## config.mk

```make
export PLATFORM = sky130hd
export DESIGN_NAME = fslsm_cell
export DESIGN_NICKNAME = d
export VERILOG_FILES = /design/src/design/fslsm_pkg.sv /design/src/design/fslsm_cell.sv
export SDC_FILE = /design/constraint.sdc
export NUM_CORES = 1
export LEC_CHECK = 0
export BUFFER_PORTS_ARGS = -buffer_cell sky130_fd_sc_hd__buf_2
export CAP_MARGIN = 20
export CORE_MARGIN = 4
export CORE_UTILIZATION = 52
export DETAILED_ROUTE_END_ITERATION = 16
export GPL_TIMING_DRIVEN = 0
export HOLD_SLACK_MARGIN = 0.12
export PLACE_DENSITY = 0.9
export SYNTH_ARGS = -nofsm -noshare
export SYNTH_HDL_FRONTEND = slang
export SYNTH_SLANG_ARGS = --single-unit
```

## constraint.sdc

```tcl
create_clock -name clock -period 4.8 [get_ports clock]
set_input_delay 0 -clock clock [delete_from_list [all_inputs] [get_ports clock]]
set_output_delay 0 -clock clock [all_outputs]
set_load 0.01 [all_outputs]
```

## src/design/fslsm_pkg.sv

```systemverilog
// shared types and constants for the flash sample log slot manager
// no dependencies
`default_nettype none

package fslsm_pkg;

   localparam int SECTORS_DEF      = 16;
   localparam int SLOTS_DEF        = 254;
   localparam int MAP_BYTES_DEF    = 32;
   localparam int RECORD_BYTES_DEF = 16;

   localparam int IDX_W       = 6;
   localparam int STAMP_W     = 32;
   localparam int SECTOR_W    = 8;
   localparam int SLOT_W      = 8;
   localparam int ADDR_W      = 24;
   localparam int MAP_OFS_W   = 5;
   localparam int REQ_DATA_W  = 112;
   localparam int RSP_DATA_W  = 96;
   localparam int SECTOR_SHIFT = 12;

   localparam logic [SECTOR_W-1:0] FIRST_SECTOR_RST = 8'hF0;
   localparam logic [STAMP_W-1:0]  STAMP_MAX        = 32'hFFFF_FFFF;
   localparam logic [7:0]          MAP_ALL_FREE     = 8'hFF;

   localparam logic KIND_STORE = 1'b0;
   localparam logic KIND_QUERY = 1'b1;

   typedef struct packed {
      logic                 valid;
      logic                 kind;
      logic                 found;
      logic                 erase;
      logic [IDX_W-1:0]     pick;
      logic [IDX_W-1:0]     alt;
      logic [SLOT_W-1:0]    slot;
      logic [STAMP_W-1:0]   stamp;
      logic [STAMP_W-1:0]   key;
   } tok_type;

   typedef struct packed {
      logic                 valid;
      logic [IDX_W-1:0]     idx;
      logic [SLOT_W-1:0]    slot;
      logic [STAMP_W-1:0]   stamp;
   } upd_type;

endpackage

`default_nettype wire

```

## src/design/fslsm_cell.sv

```systemverilog
// one sector entry of the slot manager chain: holds its counts and stamps
// and refines the search beat handed along from the previous entry; uses fslsm_pkg
`default_nettype none

module fslsm_cell #(
   parameter int SLOTS    = fslsm_pkg::SLOTS_DEF,
   parameter int CELL_IDX = 0
) (
   input  wire                    clock,
   input  wire                    reset,
   input  fslsm_pkg::tok_type     prev_tok,
   input  fslsm_pkg::upd_type     upd,
   output fslsm_pkg::tok_type     next_tok
);
   import fslsm_pkg::*;

   localparam logic [IDX_W-1:0]  MY_IDX   = IDX_W'(CELL_IDX);
   localparam logic [SLOT_W-1:0] SLOT_CAP = SLOT_W'(SLOTS);

   logic                ready_ff;
   logic [SLOT_W-1:0]   cnt_ff;
   logic [STAMP_W-1:0]  first_ff;
   logic [STAMP_W-1:0]  last_ff;
   logic                valid_ff;
   tok_type             tok_ff;
   tok_type             tok_in;
   logic                hit;

   assign hit = upd.valid && (upd.idx == MY_IDX);

   always_comb begin
      tok_in = prev_tok;
      if (prev_tok.kind == KIND_STORE) begin
         if (!prev_tok.found) begin
            if (!ready_ff) begin
               tok_in.found = 1'b1;
               tok_in.erase = 1'b1;
               tok_in.pick  = MY_IDX;
               tok_in.slot  = '0;
            end else if (cnt_ff < SLOT_CAP) begin
               tok_in.found = 1'b1;
               tok_in.erase = 1'b0;
               tok_in.pick  = MY_IDX;
               tok_in.slot  = cnt_ff;
            end
         end
         // oldest first stamp, used only when every entry is set up and full
         if (first_ff < prev_tok.stamp) begin
            tok_in.stamp = first_ff;
            tok_in.alt   = MY_IDX;
         end
      end else begin
         if ((cnt_ff != '0) && (last_ff > prev_tok.stamp) && (last_ff <= prev_tok.key)) begin
            tok_in.found = 1'b1;
            tok_in.stamp = last_ff;
            tok_in.pick  = MY_IDX;
         end
      end
   end

   always_ff @(posedge clock) begin
      if (reset) begin
         ready_ff <= 1'b0;
         cnt_ff   <= '0;
         valid_ff <= 1'b0;
      end else begin
         valid_ff <= tok_in.valid;
         if (hit) begin
            ready_ff <= 1'b1;
            cnt_ff   <= upd.slot + SLOT_W'(1);
         end
      end
   end

   always_ff @(posedge clock) begin
      tok_ff <= tok_in;
      if (hit) begin
         last_ff <= upd.stamp;
         if (upd.slot == '0) begin
            first_ff <= upd.stamp;
         end
      end
   end

   always_comb begin
      next_tok       = tok_ff;
      next_tok.valid = valid_ff;
   end

endmodule

`default_nettype wire
```

==> results of run 1 <==
## stage by stage
stage          instance area, µm²  total power [W]  setup WS (ns)  hold slack, ns
6_report                    11190         0.003447          1.241          0.2194
5_1_grt                     11190         0.003568          1.084          0.2154
4_1_cts                     11190         0.003422          1.256          0.2066
3_5_place_dp                 9138         0.001893          1.279          0.1183
3_3_place_gp                 9102         0.001875        -0.8879          0.1169
2_1_floorplan                7756         0.001715         0.7960         0.02772
## synthesized netlist by cell type (all sizes together), types with 2 or more instances
cell    number  area, µm²
a211o        2      17.52
a211oi       7      52.55
a21o         7      52.55
a21oi       43      215.2
a221oi       6      52.55
a22o         2      17.52
a311oi       2      17.52
a31oi        2      12.51
and3         9      56.30
and4         4      35.03
buf          9      71.31
clkbuf      13      48.80
dfxtp       97       1942
edfxtp      64       1922
ha          97       1214
inv         71      266.5
mux2i       32      320.3
nand2       35      131.4
nand3       12      60.06
nand4       14      93.84
nor2        91      341.6
nor2b       11      68.82
nor3         2      10.01
nor4         6      52.55
o211ai       4      30.03
o21ai       16      80.07
o221a       31      349.1
or3          3      18.77
or4          3      30.03
xnor2        3      26.28
xor2         3      26.28
## area by class of cell
class	instances	area, µm²
Inverter	71	266.5
Fill cell	868	3395
Timing Repair Buffer	366	2560
Clock inverter	7	116.4
Multi-Input combinational cell	462	3507
Tap cell	184	230.2
Sequential cell	161	3864
Clock buffer	25	529.3
Buffer	22	121.4
## worst max-delay path, stage by stage (launching register included)
cell and delay [ns]:
edfxtp_1 0.44, ha_1 0.37, nand4_2 0.18, or4_4 0.60
nor4_4 0.21, nor3_1 0.11, or4_4 0.56, o21ai_1 0.40
buf_2 0.35, o221a_1 0.26
## logic make-up after synthesis
family	Yosys count	synth area share [%]
AND/OR/NAND/NOR	196	12.16
adder cells (fa/ha/maj)	97	15.65
flip-flops	161	49.81
XOR/XNOR	6	0.6777
AO/OA/AOI/OAI	131	12.58
buffers and inverters	93	4.985
multiplexers	32	4.130
## power breakdown
group          switching, W  internal [W]  total (W)
sequential        0.0000181       0.00148    0.00149
clock              0.000542      0.000926    0.00147
combinational      0.000241      0.000244   0.000485
total              0.000801       0.00265    0.00345
## registers in the layout (all words and copies together) (netlist names)
name      cells
cnt_ff        8
first_ff     32
last_ff      32
next_tok     87
ready_ff      1
valid_ff      1
## per-layer routing
metal | track usage (%) | up-vias | wire length (µm)
met5 | 0 | - | 0
met4 | 14.18 | 0 | 1047
met3 | 8.555 | 99 | 1948
met2 | 55.04 | 399 | 13140
met1 | 32.27 | 3425 | 9353
li1 | - | 3379 | -
## cells in the final DEF, fill, tap and decap left out, drive strengths merged, types with 16 or more instances in the layout
cell         netlist  layout
a21oi             43      43
buf                9     234
clkbuf            13      38
dfxtp             97      97
dlygate4sd3        0     141
edfxtp            64      64
ha                97      97
inv               71      72
mux2i             32      32
nand2             35      35
nor2              91      91
o21ai             16      16
o221a             31      31
## path summary, 6_finish.rpt
kind                                   start      endpoint  slack [ns]  depth (start not counted)
worst min-delay path            prev_tok[27]  next_tok[27]        0.22                          2
worst min register to register     cnt_ff[4]  next_tok[68]        0.51                          2
worst max-delay path             last_ff[15]  next_tok[46]        1.24                          9
worst max register to register   last_ff[15]  next_tok[46]        1.24                          9
==> results.tsv, run 1 <==
stage	metric	value	unit
status	status	completed	
synth	EDFF count, synth	64	
pwr	Cell Pwr Density	307.9	mW/mm²
route	Vias	7302	
timing	fin. max-slew vios	0	
timing	Tmin final	3.559	ns
floorplanning	Rows	44	
synth	Top FF cell, synth	dfxtp_1	
timing	Fin Setup TNS	0	ns
timing	Worst-Margin Slew	0.9023	ns
final_layout	share of layout cells above drive strength 1	24.69	%
placed_design	port bufs	223	
synth	post-synthesis register bit count	161	
clock_tree	post-CTS setup buffers	0	
clock_tree	TritonCTS Sinks	161	
hold_path	min-delay worst type	input pin to flop	
synth	sequential area share after synthesis	49.81	%
clock_tree	Max H-tree Level	4	
setup_path	required time of the critical path	5.15	ns
final_layout	Finished Layout Cells	1298	
route	routed length per instance	19.64	µm
timing	Final setup viols	0	
setup_path	CP arrival	3.91	ns
setup_path	critical path type	flop to flop	
timing	final-report hold violation count	0	
floorplanning	core footprint	0.01459	mm²
global_routing	vias in the first global route	7837	
global_routing	grt ovf	0	
clock_tree	root buf cell	clkbuf_16	
placed_design	dpl hpwl	15.83	mm
setup_path	CP Max Fanout	10	
timing	achievable frequency	281.0	MHz
route	DR iter-0 viols	569	
floorplanning	die height	130.1	µm
synth	FFs w/ async S/R, synth	0	%
clock_tree	# resized after CTS	0	
final_layout	n_diodes	0	
setup_path	startpoint types	flop	
synth	Netlist cell types	54	
global_routing	largest net degree at the start of global routing	33	
timing	Worst Clk Skew	0.01043	ns
synth	Synth Net Count	950	
synth	yosys warns	0	
placed_design	routability cong.	0.9030	
clock_tree	CTS tree	yes	
floorplanning	num ports	225	
job	max-cap violations	0	
global_routing	first-pass GRT wire length	39.28	mm
synth	Mapped Area	0.007756	mm²
timing	RSZ-0062 raised after global routing	no	
floorplanning	die area	0.01693	mm²
pwr	Leakage Power	5.269	nW
route	Residual DRC	0	
setup_path	Setup crit end kind	flop	
route	ANT nets after route	0	
route	Vias per Instance	5.626	
timing	Slew Limit Headroom	39.85	%
route	WL final	25.49	mm
clock_tree	worst skew pair latency	0.43	ns
final_layout	Layout area overhead	44.33	%
global_routing	initial antenna violation count	0	
timing	Tcrit/Tclk final	74.15	%
floorplanning	Initial Util	53.16	%
floorplanning	die width	130.1	µm
clock_tree	CTS buffer count	17	
clock_tree	CTS Hold Buffers Added	141	
final_layout	final core occ	76.73	%
global_routing	GRT Overall Usage	30.28	%
synth	synthesized netlist cell count	716	
synth	Syn Area/Cell	10.83	µm²
pwr	Worst IR Drop VDD	0.2956	mV
final_layout	Layout Nets	1335	
route	drt pass-1 iters	5	
clock_tree	Max clock buf depth	2	
placed_design	post-placement cell count	1125	
clock_tree	Reg clk slew, reported paths	0.07	ns
Note: power is estimated with default switching activity, not from simulation.
==> run 2: changes to the inputs <==
==> constraint.sdc (replaced) <==
create_clock -name clock -period 3.5 [get_ports clock]
set_input_delay 0 -clock clock [delete_from_list [all_inputs] [get_ports clock]]
set_output_delay 0 -clock clock [all_outputs]
set_load 0.01 [all_outputs]
==> run 2 against run 1 <==
Compared with the run above: the run now ends with negative setup slack left; clock power grew 34%; register-to-register slack worse by 1.3 ns; worst setup slack got worse by 1.3 ns; global-route usage rose by 1.6 points; non-clock buffer count increased by 23; combinational power is 46% higher; sequential power rose by 38%; critical endpoint is now next_tok[54]; largest cell class unchanged.
==> results.tsv, run 2 (synthesis gave the netlist of run 1 again) <==
stage	metric	value	unit	change
setup_path	worst path cell trace	ha_4 -> nand4_1 -> or4_4 -> nor4_4 -> buf_4 -> nor2_2 -> or4_4 -> or3_4 -> buf_12 -> buf_12 -> o221a_1		
floorplanning	Rows	44		unchanged
timing	Tmin final	3.511	ns	-0.04767 ns
timing	Worst Clk Skew	0.01390	ns	+0.003471 ns
floorplanning	core footprint	0.01459	mm²	unchanged
floorplanning	die width	130.1	µm	unchanged
status	failing checks	negative setup slack		
clock_tree	TritonCTS Sinks	161		unchanged
setup_path	CP Max Fanout	7		-3
clock_tree	Max clock buf depth	2		unchanged
setup_path	required time of the critical path	3.80	ns	-1.35 ns
setup_path	Setup crit end kind	flop		
job	max-cap violations	0		unchanged
global_routing	grt ovf	0		unchanged
timing	final-report hold violation count	0		unchanged
global_routing	first-pass GRT wire length	41.24	mm	+5.0%
setup_path	CP max stage delay	0.56	ns	-0.04 ns
floorplanning	die area	0.01693	mm²	unchanged
route	drt pass-1 iters	7		+2
clock_tree	CTS tree	yes		
timing	Final setup viols	10		+10
pwr	clock share of power	41.7	%	-0.9 points
pwr	share of power burned in registers	43.3	%	about the same
setup_path	Top delay family on crit path	simple AND/OR/NAND/NOR gates		
timing	post-route setup slack	-0.01133	ns	-1.252 ns
final_layout	Final Cell Area	0.01157	mm²	+3.3%
setup_path	critical path type	flop to flop		
floorplanning	num ports	225		unchanged
placed_design	placed cell area	0.009110	mm²	-0.30%
timing	Tcrit/Tclk final	100.3	%	+26 points
global_routing	GR peak layer	met2		
hold_path	start point of the worst hold path	prev_tok[25]		
hold_path	hold endpoint	next_tok[25]		
final_layout	max reg flops	87		unchanged
global_routing	initial antenna violation count	1		+1
final_layout	most frequent cells in the layout	buf_2 (227), dlygate4sd3_1 (144), dfxtp_1 (97)		
pwr	Leakage Power	5.409	nW	+2.7%
timing	achievable frequency	284.8	MHz	+1.4%
setup_path	slowest CP cell	or4_4		
timing	Worst-Margin Slew	0.9213	ns	+0.01904 ns
placed_design	routability cong.	0.8965		-0.72%
setup_path	RR Startpoint	last_ff[6]		
timing	fin. max-slew vios	0		unchanged
floorplanning	die height	130.1	µm	unchanged
route	ANT nets after route	0		unchanged
setup_path	r2r worst-path depth	11		+2
clock_tree	Max H-tree Level	4		unchanged
hold_path	worst hold stages	2		unchanged
pwr	combinational power share	15.0	%	+0.9 points
pwr	P_sw	0.001136	W	+42%
setup_path	Setup crit start	last_ff[6]		
pwr	Cell Pwr Density	408.5	mW/mm²	+33%
final_layout	share of layout cells above drive strength 1	27.53	%	+2.8 points
setup_path	reg2reg setup slack	-0.01	ns	-1.25 ns
hold_path	min-delay worst type	input pin to flop		
route	DR iter-0 viols	683		+20%
pwr	sw frac	24.04	%	+0.80 points
global_routing	largest net degree at the start of global routing	42		+27%
clock_tree	worst skew pair latency	0.43	ns	about the same
final_layout	most common cell after layout, fill and taps aside	buf_2		
setup_path	CP arrival	3.81	ns	-0.10 ns
timing	Fin Setup TNS	-0.05594	ns	-0.05594 ns
clock_tree	Reg clk slew, reported paths	0.06	ns	about the same
placed_design	dpl hpwl	15.86	mm	+0.16%
global_routing	met3 global-route usage	7.614	%	-0.94 points
global_routing	routing usage on met2	56.61	%	+1.6 points
pwr	Worst IR Drop VDD	0.3545	mV	+20%
clock_tree	CTS buffer count	17		unchanged
pwr	internal power	0.003589	W	+36%
placed_design	port bufs	223		unchanged
timing	RSZ-0062 raised after global routing	yes		
setup_path	WP buf/inv	3		+2
status	status	finished with violations		
timing	Slew Limit Headroom	38.58	%	-1.3 points
route	WL final	27.80	mm	+9.0%
setup_path	reg2reg end	next_tok[54]		
global_routing	vias in the first global route	8161		+4.1%
clock_tree	root buf cell	clkbuf_16		
global_routing	routing usage on met1	34.06	%	+1.8 points
final_layout	Layout area overhead	49.12	%	
setup_path	startpoint types	flop		
route	routed length per instance	21.03	µm	+7.1%
final_layout	Layout Nets	1358		+1.7%
route	Residual DRC	0		unchanged
route	Vias per Instance	5.837		+3.8%
placed_design	Post-Place Worst Slack	-0.3251	ns	-1.604 ns
global_routing	GRT Overall Usage	31.90	%	+1.6 points
floorplanning	Initial Util	53.16	%	unchanged
route	Vias	7716		+5.7%
-- run 2: changes by cell type in the layout (fill, tap and decap cells not counted), moves of 5 or more --
cell	previous run	this run
buf_4	1	19
ha_1	97	90
ha_4	0	7
clkbuf_1	16	10
o221a_2	7	2
o221a_4	0	5
-- run 2: worst max-delay path by stage --
stage | to | slack [ns] | cells after the start
2_1_floorplan | first_ff[0] | 0.005 | 4
3_3_place_gp | first_ff[16] | -1.29 | 5
3_5_place_dp | first_ff[15] | -0.33 | 5
4_1_cts | next_tok[55] | 0.02 | 11
5_1_grt | next_tok[55] | -0.07 | 15
6_report | next_tok[54] | -0.01 | 11
-- run 2: layer usage --
metal  part of all wire (%)  routed length [µm]  vias to the layer above
li1                       -                   -                     3427
met1                     35                9751                     3615
met2                     50               13910                      525
met3                    8.7                2432                      149
met4                    6.1                1699                        0
met5                      0                   0                        -
-- run 2: final cells by class --
class / count / area, µm²
clock inverter: 13 / 185.2
buffer: 22 / 142.6
sequential: 161 / 3864
tap: 184 / 230.2
timing repair buffer: 389 / 2763
inverter: 71 / 266.5
multi-input combinational: 462 / 3670
fill: 779 / 3023
antenna: 1 / 2.502
clock buffer: 19 / 442.9
-- run 2: what timing repair did --
action	in CTS	in global routing
buffers inserted	15	4
resized for setup	9	21
hold endpoints to repair	161	0
endpoints found under the setup margin	19	38
cloned	0	1
pin swaps	5	5
hold buffers	144	0
-- run 2: stage by stage --
stage	hold WS, ns	utilization (%)	total power [W]	cells
final	0.2322	79.28	0.004725	1322
after global routing	0.2216	79.28	0.004872	1322
after CTS	0.2070	78.08	0.004669	1315
after detailed placement	0.1169	62.44	0.002596	1124
after global placement	0.1158	62.40	0.002572	1123
after floorplan	0.02772	-	0.002352	716
-- run 2: power groups by stage --
stage / Clock [W] / Sequential [W] / Combinational (W)
3_3_place_gp: 0 / 0.00208 / 0.000492
2_1_floorplan: 0 / 0.00212 / 0.000229
4_1_cts: 0.00197 / 0.00204 / 0.000652
3_5_place_dp: 0 / 0.00208 / 0.000513
5_1_grt: 0.00207 / 0.00205 / 0.000756
6_report: 0.00197 / 0.00205 / 0.000707
